`src/design/virqd_pkg.sv`:
```
// virqd_pkg: shared codes, offsets and transfer structs for the virtual irq distributor
// no dependencies; imported by the front, command queue, back end and top level

package virqd_pkg;

	// defaults for the top level parameters
	localparam int NUM_VIRQ_DEF     = 64;
	localparam int PHYS_ID_BITS_DEF = 10;

	// fixed field widths
	localparam int PHYS_IRQ_W  = 10;
	localparam int VIRQ_IDX_W  = 6;
	localparam int CMDQ_DEPTH  = 2;

	// operations
	localparam logic [1:0] OP_WRITE  = 2'd0;
	localparam logic [1:0] OP_READ   = 2'd1;
	localparam logic [1:0] OP_MAP    = 2'd2;
	localparam logic [1:0] OP_LOOKUP = 2'd3;

	// result kinds
	localparam logic [2:0] K_READ    = 3'd0;
	localparam logic [2:0] K_FWD_EN  = 3'd1;
	localparam logic [2:0] K_FWD_DIS = 3'd2;
	localparam logic [2:0] K_LOOKUP  = 3'd3;
	localparam logic [2:0] K_DONE    = 3'd4;

	// status codes
	localparam logic [2:0] S_OK          = 3'd0;
	localparam logic [2:0] S_BAD_OFFSET  = 3'd1;
	localparam logic [2:0] S_BOTH_GROUPS = 3'd2;
	localparam logic [2:0] S_BAD_SGI     = 3'd3;
	localparam logic [2:0] S_BANKED      = 3'd4;
	localparam logic [2:0] S_RANGE       = 3'd5;

	// command classes handed from front to back
	localparam logic [2:0] CLS_READ   = 3'd0;
	localparam logic [2:0] CLS_MAP    = 3'd1;
	localparam logic [2:0] CLS_DONE   = 3'd2;
	localparam logic [2:0] CLS_CTRL   = 3'd3;
	localparam logic [2:0] CLS_EN_SET = 3'd4;
	localparam logic [2:0] CLS_EN_CLR = 3'd5;
	localparam logic [2:0] CLS_LOOKUP = 3'd6;

	// register map
	localparam logic [11:0] OFS_CTRL    = 12'h000;
	localparam logic [11:0] OFS_TYPE    = 12'h004;
	localparam logic [11:0] OFS_GROUP   = 12'h080;
	localparam logic [11:0] OFS_SET_LO  = 12'h100;
	localparam logic [11:0] OFS_SET_HI  = 12'h17C;
	localparam logic [11:0] OFS_CLR_LO  = 12'h180;
	localparam logic [11:0] OFS_CLR_HI  = 12'h1FC;
	localparam logic [11:0] OFS_PRIO_LO = 12'h400;
	localparam logic [11:0] OFS_PRIO_HI = 12'h7F8;
	localparam logic [11:0] OFS_TGT_LO  = 12'h800;
	localparam logic [11:0] OFS_TGT_BNK = 12'h81F;
	localparam logic [11:0] OFS_TGT_HI  = 12'h8F8;
	localparam logic [11:0] OFS_CFG_LO  = 12'hC00;
	localparam logic [11:0] OFS_CFG_HI  = 12'hCFC;
	localparam logic [11:0] OFS_SGI     = 12'hF00;

	localparam logic [31:0] TYPE_VALUE = 32'h0000_FC21;

	typedef struct packed {
		logic [2:0]  cls;
		logic [2:0]  status;
		logic [4:0]  word;
		logic [31:0] data;
		logic [5:0]  vid;
		logic [9:0]  pid;
		logic        pid_valid;
	} cmd_t;

	typedef struct packed {
		logic [2:0]            kind;
		logic [2:0]            status;
		logic [31:0]           read_data;
		logic [PHYS_IRQ_W-1:0] phys_irq;
		logic                  found;
		logic [VIRQ_IDX_W-1:0] virq_index;
		logic                  dist_enabled;
		logic                  last;
	} res_t;

endpackage

```
`src/design/virqd_ram.sv`:
```
// virqd_ram: generic single-write, single-read memory with registered read data
// no dependencies

module virqd_ram #(
	parameter int WIDTH = 8,
	parameter int DEPTH = 32,
	localparam int AW = (DEPTH > 1) ? $clog2(DEPTH) : 1
) (
	input  logic             clk,
	input  logic             we,
	input  logic [AW-1:0]    waddr,
	input  logic [WIDTH-1:0] wdata,
	input  logic             re,
	input  logic [AW-1:0]    raddr,
	output logic [WIDTH-1:0] rdata
);

	logic [WIDTH-1:0] mem [DEPTH];

	always_ff @(posedge clk) begin
		if (we)
			mem[waddr] <= wdata;
		if (re)
			rdata <= mem[raddr];
	end

endmodule

```
`src/design/virqd_cmd_fifo.sv`:
```
// virqd_cmd_fifo: short command queue between the classifying front and the back end
// depends on virqd_pkg for cmd_t and the queue depth

module virqd_cmd_fifo
	import virqd_pkg::*;
(
	input  logic clk,
	input  logic arst_n,
	input  logic push,
	input  cmd_t wdata,
	output logic full,
	input  logic pop,
	output cmd_t rdata,
	output logic avail
);

	localparam int PTR_W = (CMDQ_DEPTH > 1) ? $clog2(CMDQ_DEPTH) : 1;
	localparam int CNT_W = $clog2(CMDQ_DEPTH + 1);

	cmd_t             mem_q [CMDQ_DEPTH];
	logic [PTR_W-1:0] wr_ptr_q;
	logic [PTR_W-1:0] rd_ptr_q;
	logic [CNT_W-1:0] cnt_q;
	logic             do_push;
	logic             do_pop;

	assign full    = (cnt_q == CNT_W'(CMDQ_DEPTH));
	assign avail   = (cnt_q != '0);
	assign do_push = push && !full;
	assign do_pop  = pop && avail;
	assign rdata   = mem_q[rd_ptr_q];

	always_ff @(posedge clk or negedge arst_n) begin
		if (!arst_n) begin
			wr_ptr_q <= '0;
			rd_ptr_q <= '0;
			cnt_q    <= '0;
		end else begin
			if (do_push)
				wr_ptr_q <= (wr_ptr_q == PTR_W'(CMDQ_DEPTH - 1)) ? '0 : wr_ptr_q + 1'b1;
			if (do_pop)
				rd_ptr_q <= (rd_ptr_q == PTR_W'(CMDQ_DEPTH - 1)) ? '0 : rd_ptr_q + 1'b1;
			if (do_push && !do_pop)
				cnt_q <= cnt_q + 1'b1;
			else if (do_pop && !do_push)
				cnt_q <= cnt_q - 1'b1;
		end
	end

	always_ff @(posedge clk) begin
		if (do_push)
			mem_q[wr_ptr_q] <= wdata;
	end

endmodule

```
`src/design/virqd_front.sv`:
```
// virqd_front: accepts input items, decodes the operation and register offset into a command
// depends on virqd_pkg for codes, offsets and cmd_t

module virqd_front
	import virqd_pkg::*;
#(
	parameter int NUM_VIRQ = NUM_VIRQ_DEF
) (
	input  logic        push,
	output logic        full,
	input  logic [1:0]  operation,
	input  logic [11:0] offset,
	input  logic [31:0] data,
	input  logic [5:0]  vid,
	input  logic [9:0]  pid,
	input  logic        pid_valid,
	input  logic        q_full,
	output logic        q_push,
	output cmd_t        cmd
);

	localparam int NUM_WORDS = NUM_VIRQ / 32;

	logic [11:0] set_rel;
	logic [11:0] clr_rel;
	logic [4:0]  set_word;
	logic [4:0]  clr_word;

	assign full    = q_full;
	assign q_push  = push && !q_full;
	assign set_rel = offset - OFS_SET_LO;
	assign clr_rel = offset - OFS_CLR_LO;
	assign set_word = set_rel[6:2];
	assign clr_word = clr_rel[6:2];

	always_comb begin
		cmd.cls       = CLS_DONE;
		cmd.status    = S_OK;
		cmd.word      = '0;
		cmd.data      = data;
		cmd.vid       = vid;
		cmd.pid       = pid;
		cmd.pid_valid = pid_valid;
		unique case (operation)
			OP_READ: begin
				cmd.cls    = CLS_READ;
				cmd.status = (offset == OFS_TYPE) ? S_OK : S_BAD_OFFSET;
			end
			OP_MAP: begin
				cmd.cls    = CLS_MAP;
				cmd.status = (32'(vid) < NUM_VIRQ) ? S_OK : S_RANGE;
			end
			OP_LOOKUP: begin
				cmd.cls = CLS_LOOKUP;
			end
			default: begin
				if (offset == OFS_CTRL) begin
					cmd.cls    = CLS_CTRL;
					cmd.status = (data[1:0] == 2'b11) ? S_BOTH_GROUPS : S_OK;
				end else if (offset == OFS_GROUP) begin
					cmd.status = S_OK;
				end else if (offset >= OFS_SET_LO && offset <= OFS_SET_HI) begin
					cmd.word = set_word;
					if (32'(set_word) < NUM_WORDS)
						cmd.cls = CLS_EN_SET;
					else
						cmd.status = S_RANGE;
				end else if (offset >= OFS_CLR_LO && offset <= OFS_CLR_HI) begin
					cmd.word = clr_word;
					if (32'(clr_word) < NUM_WORDS)
						cmd.cls = CLS_EN_CLR;
					else
						cmd.status = S_RANGE;
				end else if (offset >= OFS_PRIO_LO && offset <= OFS_PRIO_HI) begin
					cmd.status = S_OK;
				end else if (offset >= OFS_TGT_LO && offset <= OFS_TGT_HI) begin
					// first eight target words are banked per cpu
					cmd.status = (offset <= OFS_TGT_BNK) ? S_BANKED : S_OK;
				end else if (offset >= OFS_CFG_LO && offset <= OFS_CFG_HI) begin
					cmd.status = S_OK;
				end else if (offset == OFS_SGI) begin
					cmd.status = (data[25:24] == 2'b11) ? S_BAD_SGI : S_OK;
				end else begin
					cmd.status = S_BAD_OFFSET;
				end
			end
		endcase
	end

endmodule

```
`src/design/virqd_back.sv`:
```
// virqd_back: executes commands, holds enable/map state and the phys-id memory, drives results
// depends on virqd_pkg for codes and structs, and on virqd_ram for the phys-id store

module virqd_back
	import virqd_pkg::*;
#(
	parameter int NUM_VIRQ     = NUM_VIRQ_DEF,
	parameter int PHYS_ID_BITS = PHYS_ID_BITS_DEF
) (
	input  logic clk,
	input  logic arst_n,
	input  cmd_t cmd,
	input  logic cmd_avail,
	output logic cmd_pop,
	output res_t res,
	output logic res_valid,
	input  logic res_pop
);

	localparam int VIRQ_W = $clog2(NUM_VIRQ);
	localparam int CNT_W  = VIRQ_W + 1;
	localparam int IW     = (VIRQ_W > VIRQ_IDX_W) ? VIRQ_W : VIRQ_IDX_W;
	localparam int XW     = (PHYS_ID_BITS > PHYS_IRQ_W) ? PHYS_ID_BITS : PHYS_IRQ_W;

	localparam logic [1:0] ST_IDLE = 2'd0;
	localparam logic [1:0] ST_SCAN = 2'd1;
	localparam logic [1:0] ST_FIN  = 2'd2;

	logic [1:0]          state_q, state_d;
	cmd_t                cur_q;
	logic                cur_load;
	logic [CNT_W-1:0]    cnt_q, cnt_d;
	logic [CNT_W-1:0]    end_q, end_d;
	logic [CNT_W-1:0]    start;
	logic                chk_v_q, chk_v_d;
	logic [VIRQ_W-1:0]   chk_idx_q, chk_idx_d;
	logic                chk_map_q;
	logic [NUM_VIRQ-1:0] enable_q;
	logic [NUM_VIRQ-1:0] mapped_q;
	logic                ge_q, ge_d;
	logic                out_v_q;
	res_t                out_q;
	res_t                res_d;
	logic                res_load;
	logic                can_load;
	logic                en_we;
	logic                map_we;

	logic                    ram_we;
	logic [VIRQ_W-1:0]       ram_waddr;
	logic [PHYS_ID_BITS-1:0] ram_wdata;
	logic                    ram_re;
	logic [VIRQ_W-1:0]       ram_raddr;
	logic [PHYS_ID_BITS-1:0] ram_rdata;

	logic [IW-1:0]           vid_x;
	logic [IW-1:0]           idx_x;
	logic [XW-1:0]           pid_in_x;
	logic [XW-1:0]           pid_cur_x;
	logic [XW-1:0]           rd_x;
	logic                    is_lu;
	logic                    set_op;
	logic                    bit_set;
	logic                    hit;
	logic                    stall;

	virqd_ram #(
		.WIDTH (PHYS_ID_BITS),
		.DEPTH (NUM_VIRQ)
	) u_phys_ram (
		.clk   (clk),
		.we    (ram_we),
		.waddr (ram_waddr),
		.wdata (ram_wdata),
		.re    (ram_re),
		.raddr (ram_raddr),
		.rdata (ram_rdata)
	);

	assign vid_x     = IW'(cmd.vid);
	assign idx_x     = IW'(chk_idx_q);
	assign pid_in_x  = XW'(cmd.pid);
	assign pid_cur_x = XW'(cur_q.pid);
	assign rd_x      = XW'(ram_rdata);
	assign ram_waddr = vid_x[VIRQ_W-1:0];
	assign ram_wdata = pid_in_x[PHYS_ID_BITS-1:0];
	assign ram_raddr = cnt_q[VIRQ_W-1:0];
	assign start     = CNT_W'(32'(cmd.word) << 5);

	assign can_load = !out_v_q || res_pop;
	assign is_lu    = (cur_q.cls == CLS_LOOKUP);
	assign set_op   = (cur_q.cls == CLS_EN_SET);
	assign bit_set  = cur_q.data[chk_idx_q[4:0]];
	// lookup matches the key; an enable sweep forwards set bits that are mapped
	assign hit      = chk_map_q &&
		(is_lu ? (ram_rdata == pid_cur_x[PHYS_ID_BITS-1:0]) : bit_set);
	assign stall    = chk_v_q && hit && !can_load;

	always_comb begin
		state_d   = state_q;
		cnt_d     = cnt_q;
		end_d     = end_q;
		chk_v_d   = chk_v_q;
		chk_idx_d = chk_idx_q;
		ge_d      = ge_q;
		cmd_pop   = 1'b0;
		cur_load  = 1'b0;
		res_load  = 1'b0;
		res_d     = '0;
		ram_we    = 1'b0;
		ram_re    = 1'b0;
		en_we     = 1'b0;
		map_we    = 1'b0;
		unique case (state_q)
			ST_IDLE: begin
				if (cmd_avail) begin
					unique case (cmd.cls) inside
						CLS_EN_SET, CLS_EN_CLR, CLS_LOOKUP: begin
							cmd_pop  = 1'b1;
							cur_load = 1'b1;
							chk_v_d  = 1'b0;
							state_d  = ST_SCAN;
							if (cmd.cls == CLS_LOOKUP) begin
								cnt_d = '0;
								end_d = CNT_W'(NUM_VIRQ);
							end else begin
								cnt_d = start;
								end_d = start + CNT_W'(32);
							end
						end
						CLS_READ, CLS_MAP, CLS_CTRL, CLS_DONE: begin
							if (can_load) begin
								cmd_pop      = 1'b1;
								res_load     = 1'b1;
								res_d.kind   = K_DONE;
								res_d.status = cmd.status;
								res_d.last   = 1'b1;
								if (cmd.cls == CLS_READ) begin
									res_d.kind      = K_READ;
									res_d.read_data = (cmd.status == S_OK) ? TYPE_VALUE : '0;
								end
								if (cmd.cls == CLS_MAP && cmd.status == S_OK) begin
									map_we = 1'b1;
									ram_we = cmd.pid_valid;
								end
								if (cmd.cls == CLS_CTRL && cmd.status == S_OK)
									ge_d = |cmd.data[1:0];
							end
						end
						default: ;
					endcase
				end
			end
			ST_SCAN: begin
				if (!stall) begin
					if (chk_v_q) begin
						if (!is_lu && bit_set)
							en_we = 1'b1;
						if (hit) begin
							res_load         = 1'b1;
							res_d.virq_index = idx_x[VIRQ_IDX_W-1:0];
							if (is_lu) begin
								res_d.kind     = K_LOOKUP;
								res_d.phys_irq = cur_q.pid;
								res_d.found    = 1'b1;
								res_d.last     = 1'b1;
							end else begin
								res_d.kind     = set_op ? K_FWD_EN : K_FWD_DIS;
								res_d.phys_irq = rd_x[PHYS_IRQ_W-1:0];
							end
						end
					end
					if (chk_v_q && hit && is_lu) begin
						chk_v_d = 1'b0;
						state_d = ST_IDLE;
					end else if (cnt_q != end_q) begin
						// read one entry per cycle while not stalled, checked the cycle after
						ram_re    = 1'b1;
						chk_idx_d = cnt_q[VIRQ_W-1:0];
						chk_v_d   = 1'b1;
						cnt_d     = cnt_q + 1'b1;
					end else begin
						chk_v_d = 1'b0;
						if (!chk_v_q)
							state_d = ST_FIN;
					end
				end
			end
			ST_FIN: begin
				if (can_load) begin
					res_load   = 1'b1;
					res_d.last = 1'b1;
					if (is_lu) begin
						res_d.kind     = K_LOOKUP;
						res_d.phys_irq = cur_q.pid;
					end else begin
						res_d.kind = K_DONE;
					end
					state_d = ST_IDLE;
				end
			end
			default: state_d = ST_IDLE;
		endcase
		res_d.dist_enabled = ge_d;
	end

	always_ff @(posedge clk or negedge arst_n) begin
		if (!arst_n) begin
			state_q  <= ST_IDLE;
			cnt_q    <= '0;
			end_q    <= '0;
			chk_v_q  <= 1'b0;
			chk_idx_q <= '0;
			chk_map_q <= 1'b0;
			enable_q <= '0;
			mapped_q <= '0;
			ge_q     <= 1'b0;
			out_v_q  <= 1'b0;
		end else begin
			state_q   <= state_d;
			cnt_q     <= cnt_d;
			end_q     <= end_d;
			chk_v_q   <= chk_v_d;
			chk_idx_q <= chk_idx_d;
			ge_q      <= ge_d;
			// mapped bit is fetched alongside the phys-id read
			if (ram_re)
				chk_map_q <= mapped_q[ram_raddr];
			if (en_we)
				enable_q[chk_idx_q] <= set_op;
			if (map_we)
				mapped_q[ram_waddr] <= cmd.pid_valid;
			if (res_load)
				out_v_q <= 1'b1;
			else if (res_pop)
				out_v_q <= 1'b0;
		end
	end

	always_ff @(posedge clk) begin
		if (cur_load)
			cur_q <= cmd;
		if (res_load)
			out_q <= res_d;
	end

	assign res       = out_q;
	assign res_valid = out_v_q;

	a_pop_idle: assert property (@(posedge clk) disable iff (!arst_n)
		cmd_pop |-> state_q == ST_IDLE)
		else $error("command taken while back end busy");

	a_chk_scan: assert property (@(posedge clk) disable iff (!arst_n)
		chk_v_q |-> state_q == ST_SCAN)
		else $error("pending check outside a sweep");

	a_cnt_bound: assert property (@(posedge clk) disable iff (!arst_n)
		state_q == ST_SCAN |-> cnt_q <= end_q)
		else $error("sweep counter past its end");

	a_fwd_en: assert property (@(posedge clk) disable iff (!arst_n)
		(res_load && res_d.kind == K_FWD_EN) |=> enable_q[$past(chk_idx_q)])
		else $error("forward enable without enable bit set");

endmodule

```
`src/design/virtual_irq_distributor.sv`:
```
// virtual_irq_distributor: top level of the virtual irq distributor
// depends on virqd_pkg, virqd_front, virqd_cmd_fifo and virqd_back
//
// Items enter through a push/full queue port and are decoded at once into a two-entry
// command queue; results leave through an empty/pop queue port, one result register deep.
// Register reads, map operations and writes other than set/clear-enable give one result. A
// set-enable or clear-enable word sweeps its 32 entries of the phys-id memory one per cycle
// (single read port) and emits its forwards as it goes. A reverse lookup sweeps the same
// memory from entry 0 and stops at the first hit. No clearing pass is needed after reset. A
// full result register holds the sweep until the result is taken.

module virtual_irq_distributor
	import virqd_pkg::*;
#(
	parameter int NUM_VIRQ     = NUM_VIRQ_DEF,
	parameter int PHYS_ID_BITS = PHYS_ID_BITS_DEF
) (
	input  logic                  clk,
	input  logic                  arst_n,
	input  logic                  push,
	output logic                  full,
	input  logic [1:0]            operation,
	input  logic [11:0]           offset,
	input  logic [31:0]           data,
	input  logic [5:0]            vid,
	input  logic [9:0]            pid,
	input  logic                  pid_valid,
	output logic                  empty,
	input  logic                  pop,
	output logic [2:0]            kind,
	output logic [2:0]            status,
	output logic [31:0]           read_data,
	output logic [PHYS_IRQ_W-1:0] phys_irq,
	output logic                  found,
	output logic [VIRQ_IDX_W-1:0] virq_index,
	output logic                  dist_enabled,
	output logic                  last
);

	cmd_t front_cmd;
	cmd_t head_cmd;
	logic q_push;
	logic q_full;
	logic q_avail;
	logic q_pop;
	res_t res;
	logic res_valid;

	virqd_front #(
		.NUM_VIRQ (NUM_VIRQ)
	) u_front (
		.push      (push),
		.full      (full),
		.operation (operation),
		.offset    (offset),
		.data      (data),
		.vid       (vid),
		.pid       (pid),
		.pid_valid (pid_valid),
		.q_full    (q_full),
		.q_push    (q_push),
		.cmd       (front_cmd)
	);

	virqd_cmd_fifo u_cmd_q (
		.clk    (clk),
		.arst_n (arst_n),
		.push   (q_push),
		.wdata  (front_cmd),
		.full   (q_full),
		.pop    (q_pop),
		.rdata  (head_cmd),
		.avail  (q_avail)
	);

	virqd_back #(
		.NUM_VIRQ     (NUM_VIRQ),
		.PHYS_ID_BITS (PHYS_ID_BITS)
	) u_back (
		.clk       (clk),
		.arst_n    (arst_n),
		.cmd       (head_cmd),
		.cmd_avail (q_avail),
		.cmd_pop   (q_pop),
		.res       (res),
		.res_valid (res_valid),
		.res_pop   (pop)
	);

	assign empty        = !res_valid;
	assign kind         = res.kind;
	assign status       = res.status;
	assign read_data    = res.read_data;
	assign phys_irq     = res.phys_irq;
	assign found        = res.found;
	assign virq_index   = res.virq_index;
	assign dist_enabled = res.dist_enabled;
	assign last         = res.last;

endmodule

```
`config.mk`:
```
export PLATFORM = sky130hd
export DESIGN_NAME = virtual_irq_distributor
export DESIGN_NICKNAME = d
export VERILOG_FILES = /design/src/design/virqd_pkg.sv /design/src/design/virqd_ram.sv /design/src/design/virqd_cmd_fifo.sv /design/src/design/virqd_front.sv /design/src/design/virqd_back.sv /design/src/design/virtual_irq_distributor.sv
export SDC_FILE = /design/constraint.sdc
export NUM_CORES = 1
export LEC_CHECK = 0
export BUFFER_PORTS_ARGS = -buffer_cell sky130_fd_sc_hd__clkbuf_2
export CAP_MARGIN = 20
export CORE_ASPECT_RATIO = 0.9
export CORE_MARGIN = 2
export CORE_UTILIZATION = 55
export DETAILED_ROUTE_END_ITERATION = 12
export PLACE_DENSITY = 0.77
export SLEW_MARGIN = 0
export SYNTH_ARGS = -nofsm -noshare
export SYNTH_HDL_FRONTEND = slang
export SYNTH_SLANG_ARGS = --single-unit
```
`constraint.sdc`:
```
create_clock -name clk -period 3.2 [get_ports clk]
set_input_delay 0 -clock clk [delete_from_list [all_inputs] [get_ports clk]]
set_output_delay 0 -clock clk [all_outputs]
set_load 0.01 [all_outputs]
```
==> flow_summary_export.csv, run 1 <==
group,metric,value,unit
pwr,p_int,24.5,mW
detailed_routing,finalWirelength,86900,um
detailed_routing,wire_per_inst,28.4,um
yosys,synthCells,1841,
yosys,yosys.area.top_type,"edfxtp_1",
sta,clock.fmax,328,MHz
pwr,powerDensity,807,nW/um^2
critical_path,crit_chain,"buf_4, mux4_2, a31oi_4, nand4b_4, a211oi_4, and3_1, a22o_1",
grt,grt_pass1_vias,20000,
clocking,cts_tree,"yes",
detailed_routing,drt_iter0_drc,2490,
detailed_routing,drc,0,
place,dp_slack,0.0779,ns
place,dp_hpwl,49900,um
clocking,cts_buffers,86,
pwr,vdd_ir_drop_max,0.506,mV
pwr,cellLeakagePower,14.2,nW
critical_path,slowest_delay,0.54,ns
final_layout,num_antenna_cells,0,
sta,min_period,3.05,ns
critical_path,critPathKind,"reg2reg",
final_layout,fin_area,42600,um^2
clocking,clock-sinks,924,
status,status,"finished clean",
yosys,yosys_warnings,0,
sta,slew_headroom,0.365,
sta,layout_worst_path_cycle_share,0.954,
yosys,synth_top_area_frac,0.680,
clocking,clock_latency,0.64,ns
clocking,root_buffer,"clkbuf_16",
clocking,cts.clk_slew.worst_paths,0.07,ns
critical_path,reg2reg_slack,0.15,ns
grt,grt_pass1_wl,130000,um
yosys,synth-seq-area-share,0.741,
sta,rsz0062_at_grt,"false",
die,ios,126,
clocking,htree_levels,3,
yosys,synth_common_cells,"edfxtp_1 (835), mux4_2 (233), o21ai_0 (111)",
sta,final-setup-viol-count,0,
detailed_routing,routed_via_density,6.41,
yosys,async_reset_ff_frac,0.0963,
critical_path,start_kind,"register",
grt,grt_max_degree,69,
yosys,ys_ff_latch,924,
sta,hold_ws,0.0469,ns
grt,grt_remaining_overflow,0,
sta,worstMarginPinSlew,0.952,ns
critical_path,reg2reg_depth,7,
critical_path,cp_max_fo,10,
worst_hold_path,hp-class,"in2async",
grt,grt_usage,0.255,
pwr,swShare,0.286,
place,place.gp.congestion,0.872,
pwr,finalPower,34.3,mW
sta,finalMaxSlewViolations,0,
run,maxCapViolations,0,
detailed_routing,dr.pass1.iters,8,
final_layout,fin_nets,2186,
grt,grt_antenna_before_repair,0,
die,row_count,90,
sta,setup_slack,0.148,ns
yosys,syn_area,36900,um^2
clocking,clock_path_buffers,3,
pwr,clkPwrFrac,0.302,
sta,tns,0,ns
yosys,synth_flop_cell,"edfxtp_1",
final_layout,drive_gt1_frac,0.310,
yosys,synth.area.top_cells,"edfxtp_1 (68%), mux4_2 (14%), dfrtp_1 (6.0%), mux2_2 (1.6%), o21ai_0 (1.5%)",
die,initial_utilization,0.553,
critical_path,worst_ep_arrival_time,3.53,ns
detailed_routing,postRouteAntennaNets,0,
pwr,p_seq_frac,0.466,
die,design.die.area,69100,um^2
die,core,66700,um^2
sta,finClkSkew,0.0266,ns
pwr,p_sw,9.81,mW
final_layout,syn2layout_area_growth,15.5,%
yosys,ys_types,63,
critical_path,timing.rr.start,"u_back.chk_idx_q[0]",
die,die_h,250,um
critical_path,regToRegEndpoint,"u_back.res[9]",
place,dpl_cell_area,39000,um^2
critical_path,endpoint_kind,"register",
yosys,yosys.cell_count.top_type,"edfxtp_1",
critical_path,cp_data_required_time,3.68,ns
yosys,synth_edf_count,835,
place,io_buffer_count,101,
die,die_w,277,um
critical_path,cp_slowest_cell,"mux4_2",
yosys,avgSynthCellArea,20.0,um^2
sta,hold_viol,0,
detailed_routing,vias,19600,
pwr,combPwrFrac,0.232,
## registers in the layout (all words and copies together), names as in the netlist
name / count
u_cmd_q.wr_ptr_q: 1
u_back.u_phys_ram.rdata: 10
u_back.pid_cur_x: 10
u_back.chk_map_q: 1
u_back.chk_idx_q: 6
u_back.mapped_q: 64
u_cmd_q.mem_q: 114
u_back.u_phys_ram.mem: 640
u_cmd_q.rd_ptr_q: 1
u_back.chk_v_q: 1
u_back.state_q: 2
u_back.end_q: 2
u_back.cnt_q: 7
u_cmd_q.cnt_q: 2
u_back.ge_q: 1
u_back.res: 26
u_back.res_valid: 1
u_back.cur_q: 35
## worst max-delay path: cells and delay by family (launching register included)
| kind | cells | cell delay [ns] |
|---|---|---|
| simple gates | 2 | 0.66 |
| mux | 1 | 0.54 |
| compound gates | 3 | 0.96 |
| flops | 1 | 0.52 |
| buf+inv | 1 | 0.22 |
## worst max-delay path by stage
stage	from	to	depth (start not counted)
after CTS	u_back.chk_idx_q[1]	u_back.res[9]	7
after detailed placement	u_back.chk_idx_q[1]	u_back.res[9]	7
after floorplan	u_cmd_q.rd_ptr_q	u_cmd_q.cnt_q[1]	10
after global placement	u_back.chk_idx_q[1]	u_back.cnt_q[0]	7
after global routing	u_back.chk_idx_q[0]	u_back.res[15]	7
final	u_back.chk_idx_q[0]	u_back.res[9]	7
## metal layers
layer | share of wire | vias up | global-route usage
met2 | 0.50 | 1202 | 0.422
li1 | - | 8010 | -
met3 | 0.089 | 212 | 0.0540
met1 | 0.37 | 10200 | 0.340
met4 | 0.037 | 0 | 0.0902
met5 | 0 | - | 0
## per-stage QoR
stage | std cells | util
final | 3058 | 0.638
after global routing | 3058 | 0.638
after CTS | 3053 | 0.637
after detailed placement | 2828 | 0.585
after global placement | 2828 | 0.585
after floorplan | 1864 | -
## placed cells by master (no fill, tap or decap), types with 45 or more instances in the layout
| cell | n |
|---|---|
| o21ai_0 | 110 |
| mux4_2 | 233 |
| clkbuf_16 | 90 |
| dfrtp_1 | 83 |
| edfxtp_1 | 835 |
| dlygate4sd3_1 | 65 |
| nor2_1 | 90 |
| mux2_2 | 53 |
| clkbuf_2 | 100 |
| buf_4 | 121 |
| o31ai_1 | 45 |
## power groups by stage
stage,Clock (mW),Combinational [mW],Sequential (mW)
2_1_floorplan,0,5.11,16.0
3_3_place_gp,0,7.39,16.2
3_5_place_dp,0,7.63,16.2
4_1_cts,10.4,7.79,16.0
5_1_grt,10.9,8.46,16.1
6_report,10.4,7.96,16.0
## final cells by class
class,instances,area [um^2]
Sequential cell,924,27300
Clock buffer,113,2360
Clock inverter,47,485
Inverter,22,82.6
Tap cell,874,1090
Fill cell,4213,24100
Timing Repair Buffer,300,2340
Multi-Input combinational cell,778,8890
## repair_timing
action / in CTS / in global routing
resized for setup: 0 / 2
setup endpoints to repair: 0 / 12
setup buffers: 0 / 0
hold buffers: 65 / 0
hold endpoints to repair: 184 / 0
## cells by family after synthesis
logic type / count (synthesis) / synth area share
AOI/OAI and AO/OA: 206 / 0.0365
and+or+nand+nor: 216 / 0.0284
DFF: 924 / 0.741
buffers and inverters: 162 / 0.0214
muxes: 306 / 0.166
other: 1 / 0.000102
adders and majority gates: 7 / 0.00238
xor gates and xnor gates: 19 / 0.00451
No activity file was read; power rests on OpenSTA's default activity.
==> run 2: changes to the inputs <==
==> constraint.sdc (replaced) <==
create_clock -name clk -period 2.58 [get_ports clk]
set_input_delay 0 -clock clk [delete_from_list [all_inputs] [get_ports clk]]
set_output_delay 0 -clock clk [all_outputs]
set_load 0.01 [all_outputs]
==> flow_summary_export.csv, run 2 (synthesized netlist as in run 1, its figures left out) <==
group,metric,value,unit
pwr,cellLeakagePower,15.1,nW
final_layout,top_regs,"u_back.u_phys_ram.mem x640, u_cmd_q.mem_q x114, u_back.mapped_q x64",
final_layout,finalNonFillerCells,3175,
detailed_routing,drt_iter0_drc,3102,
sta,worstMarginPinSlew,0.808,ns
final_layout,largest_reg_flops,640,
sta,final-setup-viol-count,80,
pwr,powerDensity,1000,nW/um^2
status,violations,"setup timing",
place,io_buffer_count,101,
sta,setup_slack,-0.264,ns
die,core,66700,um^2
die,ios,126,
pwr,combPwrFrac,0.286,
clocking,clock-sinks,924,
sta,clock.fmax,352,MHz
sta,slew_headroom,0.461,
detailed_routing,routed_via_density,6.55,
final_layout,drive_gt1_frac,0.377,
final_layout,fin_area,45100,um^2
run,maxCapViolations,0,
place,dp_hpwl,54800,um
pwr,p_sw,13.7,mW
sta,rsz0062_at_grt,"true",
clocking,cts_tree,"yes",
final_layout,fin_nets,2306,
sta,hold_ws,0.0741,ns
die,design.die.area,69100,um^2
clocking,clock_latency,0.67,ns
final_layout,syn2layout_area_growth,22.2,%
pwr,clkPwrFrac,0.274,
die,initial_utilization,0.553,
sta,finClkSkew,0.0322,ns
pwr,p_seq_frac,0.439,
clocking,cts.clk_slew.worst_paths,0.07,ns
clocking,root_buffer,"clkbuf_16",
sta,finalMaxSlewViolations,0,
place,dpl_cell_area,40400,um^2
pwr,finalPower,45.2,mW
critical_path,endpoint_kind,"register",
clocking,htree_levels,3,
critical_path,critPathKind,"reg2reg",
detailed_routing,finalWirelength,97600,um
clocking,cts_buffers,89,
grt,grt_max_degree,66,
pwr,p_int,31.5,mW
final_layout,final_util,0.676,
die,row_count,90,
final_layout,final_common_cell,"edfxtp_1",
critical_path,cp_max_fo,7,
status,status,"complete, but fails checks",
critical_path,cp_data_required_time,3.09,ns
detailed_routing,wire_per_inst,30.7,um
sta,min_period,2.84,ns
grt,grt_pass1_wl,138000,um
place,dp_cells,2898,
pwr,vdd_ir_drop_max,0.646,mV
grt,grt_pass1_vias,20600,
critical_path,slowest_delay,0.52,ns
critical_path,start_kind,"register",
clocking,clock_path_buffers,3,
grt,grt_usage,0.275,
sta,hold_viol,0,
place,place.gp.congestion,0.890,
grt,grt_antenna_before_repair,1,
sta,layout_worst_path_cycle_share,1.10,
detailed_routing,postRouteAntennaNets,0,
worst_hold_path,hp-class,"in2reg",
critical_path,cp_slowest_cell,"mux4_2",
detailed_routing,drc,0,
critical_path,crit_chain,"mux2i_1, mux4_2, a31oi_4, nand4b_4, buf_6, a211oi_4, and3_4, a22o_1",
detailed_routing,dr.pass1.iters,5,
die,die_w,277,um
final_layout,top_register,"u_back.u_phys_ram.mem",
pwr,swShare,0.304,
critical_path,worst_ep_arrival_time,3.36,ns
final_layout,num-fill-cells,3907,
detailed_routing,vias,20800,
grt,grt_remaining_overflow,0,
die,die_h,250,um
final_layout,final_cell_mix,"edfxtp_1 (835), mux4_2 (234), buf_4 (125)",
[run 2: cell types whose count changed in the layout (fill, tap and decap cells not counted), sizes merged]
cell,before,now
o211a,1,2
diode,0,3
inv,24,23
buf,135,237
clkinv,34,37
bufinv,10,2
clkinvlp,1,4
clkbuf,213,223
dlygate4sd3,65,68
and3,8,9
[run 2: cell type report]
type,instances,area (um^2),share of cell area
clock inverters,44,370,0.00822
multi-input cells,780,9470,0.210
repair buffers,415,4370,0.0971
clock buffers,113,2350,0.0521
well taps,874,1090,0.0243
flip-flops and latches,924,27300,0.606
diodes,3,7.51,0.000167
inverters,22,86.3,0.00192
[run 2: routing by layer]
metal / vias to the layer above / global-route usage / wire (um)
met3: 238 / 0.0536 / 9840
met2: 1470 / 0.452 / 48400
met5: - / 0 / 0
met1: 10800 / 0.376 / 35700
li1: 8280 / - / -
met4: 0 / 0.0874 / 3670
[run 2: path summary, 6_finish.rpt]
path	from	endpoint	slack, ns	cells after the start
min	data[27]	u_cmd_q.mem_q[1][44]	0.07	2
min reg2reg	u_back.mapped_q[58]	u_back.mapped_q[58]	0.49	2
min in group asynchronous	arst_n	u_back.mapped_q[7]	0.48	4
max in group asynchronous	arst_n	u_cmd_q.rd_ptr_q	1.69	4
max	u_back.chk_idx_q[1]	u_back.res[17]	-0.26	8
max reg2reg	u_back.chk_idx_q[1]	u_back.res[17]	-0.26	8
[run 2: worst max-delay path, delay by kind of cell (launching register included)]
kind	cells	cell delay, ns
AO/OA/AOI/OAI	3	0.85
multiplexers	2	0.69
flip-flops	1	0.50
AND/OR/NAND/NOR	2	0.49
buffers and inverters	1	0.16
[run 2: repair_timing]
action,in CTS,in global routing
pin swaps,16,25
hold buffers,69,0
setup endpoints to repair,99,675
setup buffers,14,22
endpoints found under the hold margin,207,0
resized for setup,47,97
cloned,5,11
[run 2: per-stage QoR]
stage               worst slack (ns)  setup TNS (ns)
finish                        -0.264          -14.23
global route                  -0.308          -17.13
CTS                           -0.148           -6.32
detailed placement            -0.397           -8.22
global placement              -0.415           -7.44
floorplan                     -0.176          -65.77
[run 2: power groups by stage]
stage          clock (mW)  sequential (mW)  combinational (mW)
6_report             12.4             19.9                13.0
5_1_grt              13.0             19.9                13.5
3_5_place_dp            0             20.1                10.8
3_3_place_gp            0             20.0                10.4
2_1_floorplan           0             19.8                6.64
4_1_cts              12.4             19.8                11.7
